--- src/hw/rtl/bprs_pkg.sv ---
// Shared types and constants for the bidirectional PWM ramp sequencer.
`timescale 1ns / 1ps

package bprs_pkg;

    localparam int unsigned CntW  = 8;
    localparam int unsigned DutyW = 16;
    localparam int unsigned DataW = 32;
    localparam int unsigned AddrW = 5;

    localparam logic [CntW-1:0]  TicksPerStepRst    = 8'd5;
    localparam logic [CntW-1:0]  StepsPerSecondRst  = 8'd20;
    localparam logic [CntW-1:0]  SecondsPerPhaseRst = 8'd5;
    localparam logic [DutyW-1:0] DutyStepRst        = 16'd100;
    localparam logic [DutyW-1:0] DutyMaxRst         = 16'd10000;

    // Register indexes (byte address / 4)
    typedef enum logic [2:0] {
        REG_TICKS_PER_STEP    = 3'd0,
        REG_STEPS_PER_SECOND  = 3'd1,
        REG_SECONDS_PER_PHASE = 3'd2,
        REG_DUTY_STEP         = 3'd3,
        REG_DUTY_MAX          = 3'd4
    } reg_idx_t;

    typedef enum logic [2:0] {
        PH_FWD_UP   = 3'd0,
        PH_FWD_DOWN = 3'd1,
        PH_REV_UP   = 3'd2,
        PH_REV_DOWN = 3'd3,
        PH_DONE     = 3'd4
    } phase_t;

    typedef struct packed {
        logic [CntW-1:0]  ticks_per_step;
        logic [CntW-1:0]  steps_per_second;
        logic [CntW-1:0]  seconds_per_phase;
        logic [DutyW-1:0] duty_step;
        logic [DutyW-1:0] duty_max;
    } cfg_t;

    typedef struct packed {
        logic [DutyW-1:0] duty_forward;
        logic [DutyW-1:0] duty_reverse;
        logic             drive_forward;
        logic             drive_reverse;
        logic [2:0]       phase;
        logic             finished;
    } result_t;

endpackage

--- src/hw/rtl/bprs_regs.sv ---
// APB configuration register file for the ramp sequencer.
`timescale 1ns / 1ps

module bprs_regs
(
    input  logic                       clk,
    input  logic                       rst_n,
    input  logic                       psel,
    input  logic                       penable,
    input  logic                       pwrite,
    input  logic [bprs_pkg::AddrW-1:0] paddr,
    input  logic [bprs_pkg::DataW-1:0] pwdata,
    output logic [bprs_pkg::DataW-1:0] prdata,
    output logic                       pready,
    output bprs_pkg::cfg_t             cfg
);

    import bprs_pkg::*;

    cfg_t     cfg_reg;
    logic     wr_en;
    reg_idx_t idx;

    assign pready = 1'b1;
    assign wr_en  = psel && penable && pwrite;
    assign idx    = reg_idx_t'(paddr[AddrW-1:2]);
    assign cfg    = cfg_reg;

    always_ff @(posedge clk or negedge rst_n)
    begin
        if (!rst_n)
        begin
            cfg_reg.ticks_per_step    <= TicksPerStepRst;
            cfg_reg.steps_per_second  <= StepsPerSecondRst;
            cfg_reg.seconds_per_phase <= SecondsPerPhaseRst;
            cfg_reg.duty_step         <= DutyStepRst;
            cfg_reg.duty_max          <= DutyMaxRst;
        end
        else if (wr_en)
        begin
            unique case (idx)
                REG_TICKS_PER_STEP:    cfg_reg.ticks_per_step    <= pwdata[CntW-1:0];
                REG_STEPS_PER_SECOND:  cfg_reg.steps_per_second  <= pwdata[CntW-1:0];
                REG_SECONDS_PER_PHASE: cfg_reg.seconds_per_phase <= pwdata[CntW-1:0];
                REG_DUTY_STEP:         cfg_reg.duty_step         <= pwdata[DutyW-1:0];
                REG_DUTY_MAX:          cfg_reg.duty_max          <= pwdata[DutyW-1:0];
                default:               ;
            endcase
        end
    end

    always_comb
    begin
        unique case (idx)
            REG_TICKS_PER_STEP:
                prdata = {{(DataW-CntW){1'b0}}, cfg_reg.ticks_per_step};
            REG_STEPS_PER_SECOND:
                prdata = {{(DataW-CntW){1'b0}}, cfg_reg.steps_per_second};
            REG_SECONDS_PER_PHASE:
                prdata = {{(DataW-CntW){1'b0}}, cfg_reg.seconds_per_phase};
            REG_DUTY_STEP:
                prdata = {{(DataW-DutyW){1'b0}}, cfg_reg.duty_step};
            REG_DUTY_MAX:
                prdata = {{(DataW-DutyW){1'b0}}, cfg_reg.duty_max};
            default:
                prdata = '0;
        endcase
    end

endmodule

--- src/hw/rtl/bidirectional_pwm_ramp_sequencer.sv ---
// Top level: H-bridge soft-start ramp sequencer with two-entry result buffer.
// An accepted tick's result is registered in the output entry, or the skid entry on stall.
// Throughput: one tick per cycle while in_stall is low.
// The state update is one counter chain and one duty add; a two-entry output buffer
// takes one more input transfer after the output stalls. Reset (rst_n, async, active low)
// clears counters, duties, enables and phase and restores the register defaults.
`timescale 1ns / 1ps

module bidirectional_pwm_ramp_sequencer
(
    input  logic                         clk,
    input  logic                         rst_n,
    // configuration
    input  logic                         psel,
    input  logic                         penable,
    input  logic                         pwrite,
    input  logic [bprs_pkg::AddrW-1:0]   paddr,
    input  logic [bprs_pkg::DataW-1:0]   pwdata,
    output logic [bprs_pkg::DataW-1:0]   prdata,
    output logic                         pready,
    // input channel
    input  logic                         in_valid,
    output logic                         in_stall,
    input  logic                         tick,
    // output channel
    output logic                         out_valid,
    input  logic                         out_stall,
    output logic [bprs_pkg::DutyW-1:0]   duty_forward,
    output logic [bprs_pkg::DutyW-1:0]   duty_reverse,
    output logic                         drive_forward,
    output logic                         drive_reverse,
    output logic [2:0]                   phase,
    output logic                         finished
);

    import bprs_pkg::*;

    cfg_t cfg;

    bprs_regs u_regs
    (
        .clk     (clk),
        .rst_n   (rst_n),
        .psel    (psel),
        .penable (penable),
        .pwrite  (pwrite),
        .paddr   (paddr),
        .pwdata  (pwdata),
        .prdata  (prdata),
        .pready  (pready),
        .cfg     (cfg)
    );

    // sequencer state
    logic [CntW-1:0]  tick_cnt_reg,   tick_cnt_next;
    logic [CntW-1:0]  step_cnt_reg,   step_cnt_next;
    logic [CntW-1:0]  sec_cnt_reg,    sec_cnt_next;
    phase_t           phase_reg,      phase_next;
    logic             started_reg,    started_next;
    logic [DutyW-1:0] fwd_duty_reg,   fwd_duty_next;
    logic [DutyW-1:0] rev_duty_reg,   rev_duty_next;
    logic             fwd_en_reg,     fwd_en_next;
    logic             rev_en_reg,     rev_en_next;

    // result buffer
    logic    out_valid_reg, out_valid_next;
    result_t out_data_reg,  out_data_next;
    logic    skid_valid_reg, skid_valid_next;
    result_t skid_data_reg, skid_data_next;

    logic             in_accept;
    logic             out_take;
    logic [CntW-1:0]  tick_inc, step_inc, sec_inc;
    logic             do_step;
    logic             forward_side;
    logic [DutyW-1:0] ramp_src;
    logic [DutyW:0]   up_sum;
    logic [DutyW-1:0] up_val;
    logic [DutyW-1:0] down_val;
    result_t          res;

    assign in_stall  = skid_valid_reg;
    assign in_accept = in_valid && !skid_valid_reg;
    assign out_take  = out_valid_reg && !out_stall;

    assign forward_side = (phase_reg == PH_FWD_UP) || (phase_reg == PH_FWD_DOWN);
    assign ramp_src     = forward_side ? fwd_duty_reg : rev_duty_reg;
    assign up_sum       = {1'b0, ramp_src} + {1'b0, cfg.duty_step};
    assign up_val       = (up_sum > {1'b0, cfg.duty_max}) ? cfg.duty_max : up_sum[DutyW-1:0];
    assign down_val     = (ramp_src > cfg.duty_step) ? (ramp_src - cfg.duty_step) : '0;

    assign tick_inc = tick_cnt_reg + 1'b1;
    assign step_inc = step_cnt_reg + 1'b1;
    assign sec_inc  = sec_cnt_reg + 1'b1;
    // a limit of zero behaves as one: the compare always passes
    assign do_step  = tick && (phase_reg != PH_DONE) && (tick_inc >= cfg.ticks_per_step);

    always_comb
    begin
        tick_cnt_next = tick_cnt_reg;
        step_cnt_next = step_cnt_reg;
        sec_cnt_next  = sec_cnt_reg;
        phase_next    = phase_reg;
        started_next  = started_reg;
        fwd_duty_next = fwd_duty_reg;
        rev_duty_next = rev_duty_reg;
        fwd_en_next   = fwd_en_reg;
        rev_en_next   = rev_en_reg;

        if (tick && (phase_reg != PH_DONE))
        begin
            tick_cnt_next = tick_inc;
            if (do_step)
            begin
                tick_cnt_next = '0;
                if (!started_reg)
                begin
                    started_next = 1'b1;
                    fwd_en_next  = forward_side;
                    rev_en_next  = !forward_side;
                end
                case (phase_reg)
                    PH_FWD_UP:   fwd_duty_next = up_val;
                    PH_FWD_DOWN: fwd_duty_next = down_val;
                    PH_REV_UP:   rev_duty_next = up_val;
                    default:     rev_duty_next = down_val;
                endcase
                step_cnt_next = step_inc;
                if (step_inc >= cfg.steps_per_second)
                begin
                    step_cnt_next = '0;
                    sec_cnt_next  = sec_inc;
                    if (sec_inc >= cfg.seconds_per_phase)
                    begin
                        sec_cnt_next = '0;
                        phase_next   = phase_t'(phase_reg + 3'd1);
                        started_next = 1'b0;
                        if (phase_reg == PH_REV_DOWN)
                        begin
                            fwd_en_next = 1'b0;
                            rev_en_next = 1'b0;
                        end
                    end
                end
            end
        end
    end

    always_comb
    begin
        res.duty_forward  = fwd_duty_next;
        res.duty_reverse  = rev_duty_next;
        res.drive_forward = fwd_en_next;
        res.drive_reverse = rev_en_next;
        res.phase         = phase_next;
        res.finished      = (phase_next == PH_DONE);
    end

    always_comb
    begin
        out_valid_next  = out_valid_reg;
        out_data_next   = out_data_reg;
        skid_valid_next = skid_valid_reg;
        skid_data_next  = skid_data_reg;
        if (out_take || !out_valid_reg)
        begin
            if (skid_valid_reg)
            begin
                out_valid_next  = 1'b1;
                out_data_next   = skid_data_reg;
                skid_valid_next = 1'b0;
            end
            else if (in_accept)
            begin
                out_valid_next = 1'b1;
                out_data_next  = res;
            end
            else
            begin
                out_valid_next = 1'b0;
            end
        end
        else if (in_accept)
        begin
            skid_valid_next = 1'b1;
            skid_data_next  = res;
        end
    end

    always_ff @(posedge clk or negedge rst_n)
    begin
        if (!rst_n)
        begin
            tick_cnt_reg   <= '0;
            step_cnt_reg   <= '0;
            sec_cnt_reg    <= '0;
            phase_reg      <= PH_FWD_UP;
            started_reg    <= 1'b0;
            fwd_duty_reg   <= '0;
            rev_duty_reg   <= '0;
            fwd_en_reg     <= 1'b0;
            rev_en_reg     <= 1'b0;
            out_valid_reg  <= 1'b0;
            skid_valid_reg <= 1'b0;
        end
        else
        begin
            if (in_accept)
            begin
                tick_cnt_reg <= tick_cnt_next;
                step_cnt_reg <= step_cnt_next;
                sec_cnt_reg  <= sec_cnt_next;
                phase_reg    <= phase_next;
                started_reg  <= started_next;
                fwd_duty_reg <= fwd_duty_next;
                rev_duty_reg <= rev_duty_next;
                fwd_en_reg   <= fwd_en_next;
                rev_en_reg   <= rev_en_next;
            end
            out_valid_reg  <= out_valid_next;
            skid_valid_reg <= skid_valid_next;
        end
    end

    always_ff @(posedge clk)
    begin
        out_data_reg  <= out_data_next;
        skid_data_reg <= skid_data_next;
    end

    assign out_valid     = out_valid_reg;
    assign duty_forward  = out_data_reg.duty_forward;
    assign duty_reverse  = out_data_reg.duty_reverse;
    assign drive_forward = out_data_reg.drive_forward;
    assign drive_reverse = out_data_reg.drive_reverse;
    assign phase         = out_data_reg.phase;
    assign finished      = out_data_reg.finished;

    // the bridge must never have both sides driven
    a_no_shoot_through: assert property (@(posedge clk) disable iff (!rst_n)
        !(fwd_en_reg && rev_en_reg))
        else $error("both drives enabled");

    a_done_drives_off: assert property (@(posedge clk) disable iff (!rst_n)
        (phase_reg == PH_DONE) |-> (!fwd_en_reg && !rev_en_reg && started_reg == 1'b0))
        else $error("drive left on after sequence end");

    a_phase_monotonic: assert property (@(posedge clk) disable iff (!rst_n)
        $past(rst_n) |-> (phase_reg >= $past(phase_reg)))
        else $error("phase went backwards");

    a_skid_only_when_stalled: assert property (@(posedge clk) disable iff (!rst_n)
        $rose(skid_valid_reg) |-> ($past(out_valid_reg) && $past(out_stall)))
        else $error("skid entry filled without output stall");

endmodule
--- config.mk ---
export PLATFORM = sky130hd
export DESIGN_NAME = bidirectional_pwm_ramp_sequencer
export DESIGN_NICKNAME = d
export VERILOG_FILES = /design/src/hw/rtl/bprs_pkg.sv /design/src/hw/rtl/bprs_regs.sv /design/src/hw/rtl/bidirectional_pwm_ramp_sequencer.sv
export SDC_FILE = /design/constraint.sdc
export NUM_CORES = 1
export LEC_CHECK = 0
export ABC_AREA = 1
export BUFFER_PORTS_ARGS = -buffer_cell sky130_fd_sc_hd__buf_2
export CELL_PAD_IN_SITES_DETAIL_PLACEMENT = 2
export CELL_PAD_IN_SITES_GLOBAL_PLACEMENT = 2
export CORE_MARGIN = 2
export CORE_UTILIZATION = 39
export CTS_CLUSTER_SIZE = 12
export DETAILED_ROUTE_END_ITERATION = 10
export MAX_ROUTING_LAYER = met4
export PLACE_DENSITY = 0.95
export SLEW_MARGIN = 20
export SYNTH_ARGS = -nofsm -noshare
export SYNTH_HDL_FRONTEND = slang
export SYNTH_SLANG_ARGS = --single-unit
--- constraint.sdc ---
create_clock -name clk -period 12.8 [get_ports clk]
set_clock_uncertainty 0.15 [all_clocks]
set_input_delay 0.64 -clock clk [delete_from_list [all_inputs] [get_ports clk]]
set_output_delay 0.64 -clock clk [all_outputs]
set_load 0.005 [all_outputs]
==> results_dict.tcl, run 1 <==
set metrics [dict create \
    status "completed" \
    yosysSeqAreaShare_pct 42.89 \
    period_share_pct 55.48 \
    area_delta_synth_final_pct 10.86 \
    nFillCells 3642 \
    synth_seq_cells 196 \
    worstMarginPinSlew_ps 1043 \
    grt_pass1_vias 12596 \
    die_y_um 182.1 \
    placed_cell_area_um2 13060 \
    syn_area_per_cell_um2 7.931 \
    ys_async_sr_fraction_pct 61.22 \
    ant_nets 0 \
    tns_ps 0 \
    synth_edf_count 76 \
    drv_cap 0 \
    top_level_ports 118 \
    final_area_um2 13710 \
    syn-cell-area_um2 12360 \
    drc 0 \
    root_buffer "clkbuf_16" \
    report.final.slew_viol_count 0 \
    worstSetupStartpointType "register" \
    critPathMaxFanout 38 \
    rr_worst_depth 34 \
    initial_core_util_pct 39.39 \
    yosysTopAreaCell "dfrtp_1" \
    antennaDiodeCount 0 \
    totalWireLength_mm 45.63 \
    cts_tree "yes" \
    cpMostUsedCell "nand2_1" \
    hold_viol 0 \
    arrival_ps 7170 \
    clk_path_buf_depth 2 \
    drtIter0Drc 741 \
    num_vias 11210 \
    wl_met3_mm 1.558 \
    place_hpwl_mm 32.61 \
    core_um2 31390 \
    gp_congestion 0.9196 \
    grt_max_degree 76 \
    core.rowCount 65 \
    drive_gt1_share_pct 11.22 \
    yosysWarnings 0 \
    drtPass1Iterations 7 \
    fin_crit_ps 7101 \
    grt_usage_pct 28.97 \
    synthCells 1559 \
    globalRouteOverflowTotal 0 \
    io_buffers 82 \
    setup_viol 0 \
    slowest_delay_ps 630 \
    synth_area_leaders "dfrtp_1 (21%), edfxtp_1 (18%), nand2_1 (13%)" \
    wire_per_inst_um 22.45 \
    wl_met2_mm 22.56 \
    cts_sinks 196 \
    slowest_stage "nor2_2" \
    path_clk_slew_ps 70 \
    top_layer "met4" \
    postCtsHoldBufs 0 \
    die-area_um2 33140 \
    htreeDepth 4 \
    fp.dieW_um 182.1 \
    antenna_found_initial 0 \
    grt_pass1_wl_mm 72.04 \
    max_freq_ghz 0.1408 \
    clk_latency_ps 470 \
    wl_met1_mm 20.11 \
    post_cts_buffers 0 \
    synth_ff_type "dfrtp_1" \
    postCtsResizedCells 0 \
    cts_made_buffers 17 \
    slew_headroom_pct 30.30 \
    worst_ep_required_time_ps 12870 \
    synth_cell_types 55 \
    cp-end-kind "register" \
    synth_top_area_share_pct 21.45 \
    crit_type "reg -> reg" \
    largest_register_ffs 56 \
    final_nets 1745 \
    rsz0062_at_grt "false" \
    vias_per_cell 5.514 \
    min_path_type "in -> async" \
]
layer usage:
layer  vias up  GRT usage [%]
met4         0          10.19
met1      5669          36.23
met2       278          48.43
met5         -              -
met3        86          3.812
li1       5177              -
synthesized netlist by cell type, types with 5 or more instances:
library cell / count
nand2_2: 10
dfstp_2: 14
ha_1: 80
a21oi_1: 48
buf_2: 10
inv_1: 220
a21boi_2: 6
clkbuf_1: 33
o21ai_0: 124
dfrtp_1: 106
xor2_1: 38
nand4_1: 19
nand2_1: 443
nor3_1: 8
o31ai_1: 5
nor2_1: 71
edfxtp_1: 76
o21ai_1: 7
o21bai_1: 6
o22ai_1: 23
nand3_1: 101
a21o_1: 5
a221oi_1: 8
buf_4: 21
a31oi_1: 14
nand3_2: 5
placed cells by master (no fill, tap or decap), drive strengths merged, types with 6 or more instances in the layout:
cell type  synthesis  layout
o21bai             6       6
clkbuf            34      18
a221oi             8       8
nor2              73      73
dfstp             14      14
nor3              11      11
ha                80      80
a21boi            11      11
clkinv             3       8
nand4             19      19
a21oi             51      51
conb               2      17
o21ai            133     133
xor2              38      38
nand3            106     106
buf               33      92
nand2            455     455
edfxtp            76      76
a31oi             15      15
dfrtp            106     106
o22ai             23      23
inv              224     232
final timing paths:
| kind | start | slack, ps | end |
|---|---|---|---|
| setup / recovery | phase_reg[0] | 5700 | duty_reverse[13] |
| min in group clk | pwdata[10] | 250 | u_regs.cfg[10] |
| setup reg to reg | phase_reg[0] | 5700 | duty_reverse[13] |
| hold reg to reg | u_regs.cfg[15] | 340 | u_regs.cfg[15] |
| hold / removal | rst_n | 60 | in_stall |
| max in group asynchronous | rst_n | 10940 | u_regs.cfg[19] |
worst max-delay path: cells and delay by family (launching register included):
family          cells  cell delay [ps]
fa+ha+maj           4             1140
buf+inv             5              810
simple gates       19             2820
flops               1              430
compound gates      5             1180
xor+xnor            1              290
metrics by stage:
| step | worst slack (ps) | util [%] | hold slack, ps | instances |
|---|---|---|---|---|
| 6_report | 5699 | 43.66 | 56.68 | 2033 |
| 2_1_floorplan | 7454 | - | 194.4 | 1574 |
| 3_5_place_dp | 5984 | 41.59 | 328.6 | 1999 |
| 3_3_place_gp | 6335 | 41.59 | 315.6 | 1999 |
| 4_1_cts | 5771 | 43.49 | 61.54 | 2031 |
| 5_1_grt | 5177 | 43.66 | 100.3 | 2033 |
cells by family after synthesis:
family / after synthesis / share of synthesized area [%]
compound gates: 272 / 13.09
xor+xnor: 38 / 2.692
fa+ha+maj: 82 / 8.419
buf+inv: 294 / 9.806
flops: 196 / 42.89
mux: 1 / 0.08096
other cells: 2 / 0.06074
simple gates: 674 / 22.96
area by class of cell:
cell class,count,area [um2],share of cell area [%]
clock inverter,14,166.4,1.214
clock buffer,18,429.2,3.131
multi-input combinational,1084,5932,43.28
timing repair buffer,92,520.5,3.797
sequential,196,5303,38.69
tap,402,503.0,3.670
inverter,227,853.3,6.225
Power of run 1 is left out: the tool's default activity adds up to more than one toggle a clock period on the data nets, which glitch-free logic cannot reach.
==> run 2: changes to the inputs <==
CORE_UTILIZATION = 32   (was 39)
PLACE_DENSITY = 0.87   (was 0.95)
clock period = 6.15 ns   (was 12.8 ns; I/O delays follow)
==> run 2 against run 1 <==
Effect of this change: via count is 1.9% lower; sequential share of layout area is 1.0 points lower; wire length fell by 5.4%; utilization down 7.0 points; first-iteration DRC count is 41% lower; sequential cell count unchanged; register-to-register slack got worse by 5300 ps; die area increased by 21%; design area increased by 2.8%; worst setup slack worse by 5300 ps; critical endpoint is now duty_forward[3].
==> results_dict.tcl, run 2 (synthesis results as in run 1) <==
set metrics [dict create \
    area_delta_synth_final_pct 13.93 \
    top_level_ports 118 \
    largest_register_ffs 56 \
    final_nets 1768 \
    tns_ps 0 \
    grt_pass1_wl_mm 69.66 \
    ant_nets 0 \
    report.final.slew_viol_count 0 \
    slowest_delay_ps 540 \
    cp-startpoint "phase_reg[1]" \
    cpMostUsedCell "inv_1" \
    period_share_pct 93.10 \
    drtIter0Drc 438 \
    root_buffer "clkbuf_16" \
    gp_congestion 0.9076 \
    stdcell_count 2172 \
    drive_gt1_share_pct 11.91 \
    cts_tree "yes" \
    rsz0062_at_grt "false" \
    hold_viol 0 \
    worstSetupStartpointType "register" \
    layout_commonest_cell "nand2_1" \
    initial_core_util_pct 32.22 \
    wire_per_inst_um 19.88 \
    min_path_type "in -> reg" \
    worstMarginPinSlew_ps 1142 \
    final_cell_mix "nand2_1 (442), inv_1 (220), o21ai_0 (115)" \
    slowest_stage "o21ai_0" \
    cts_sinks 196 \
    hold_start "pwdata[0]" \
    ff_latch_area_um2 5303 \
    antenna_found_initial 0 \
    regToRegStartpoint "phase_reg[1]" \
    totalWireLength_mm 43.18 \
    placed_cell_area_um2 13340 \
    path_clk_slew_ps 90 \
    die-area_um2 40230 \
    core_um2 38380 \
    final_area_um2 14090 \
    core.rowCount 72 \
    setup_viol 0 \
    grt_usage_pct 22.76 \
    dp_cells 2129 \
    grt_max_degree 71 \
    nFillCells 4512 \
    arrival_ps 5820 \
    clk_path_buf_depth 2 \
    antennaDiodeCount 0 \
    cts_made_buffers 17 \
    htreeDepth 4 \
    grt_pass1_vias 12186 \
    crit_type "reg -> reg" \
    place_hpwl_mm 32.39 \
    max_freq_ghz 0.1747 \
    drc 0 \
    drtPass1Iterations 5 \
    cp-end-kind "register" \
    die_y_um 200.6 \
    worst_ep_required_time_ps 6240 \
    multi_input_area_um2 5936 \
    fp.dieW_um 200.6 \
    critPathMaxFanout 30 \
    slew_headroom_pct 23.62 \
    clk_latency_ps 470 \
    num_vias 10996 \
    status "completed" \
    io_buffers 82 \
    drv_cap 0 \
    globalRouteOverflowTotal 0 \
    fin_crit_ps 5726 \
    vias_per_cell 5.063 \
]
==> run 2: final timing paths <==
check | end | slack [ps] | cells after the start
worst max-delay path | duty_forward[3] | 420 | 28
worst min-delay path | u_regs.cfg[48] | 30 | 3
worst max register to register | duty_forward[3] | 420 | 28
worst min register to register | u_regs.cfg[3] | 340 | 2
max in group asynchronous | sec_cnt_reg[6] | 4080 | 3
min in group asynchronous | u_regs.cfg[14] | 300 | 2
==> run 2: timing repair <==
item,CTS,global route
resized for setup,0,12
hold buffers,10,0
endpoints found under the hold margin,64,0
endpoints found under the setup margin,0,53
setup buffers,0,0
==> run 2: layout make-up <==
type / count / area share (%)
Clock buffer: 18 / 3.046
Clock inverter: 14 / 1.332
Inverter: 227 / 6.057
Multi-Input combinational cell: 1084 / 42.14
Sequential cell: 196 / 37.64
Tap cell: 518 / 4.601
Timing Repair Buffer: 115 / 5.187
==> run 2: metal layers <==
layer,up-vias,global-route usage [%],wire (um)
met1,5600,29.88,20450
met2,137,37.82,21210
li1,5234,-,-
met4,0,4.815,427
met5,-,-,0
met3,25,2.808,1093
==> run 2: worst max-delay path, delay by kind of cell, from the launching register on <==
kind	cells	cell delay, ps
AO/OA/AOI/OAI	5	1170
XOR/XNOR	1	400
adder cells (fa/ha/maj)	3	870
buffers and inverters	8	1000
flip-flops	1	420
AND/OR/NAND/NOR	11	1460
==> run 2: per-stage QoR <==
| stage | util (%) | hold slack [ps] | worst slack, ps |
|---|---|---|---|
| detailed placement | 34.76 | 279.5 | 398.9 |
| floorplan | - | -138.1 | 803.6 |
| CTS | 36.63 | 21.82 | 252.6 |
| finish | 36.71 | 32.83 | 424.3 |
| global route | 36.71 | 76.23 | 5.250 |
| global placement | 34.69 | 289.1 | 644.8 |
Power of run 2 is left out for the same reason.
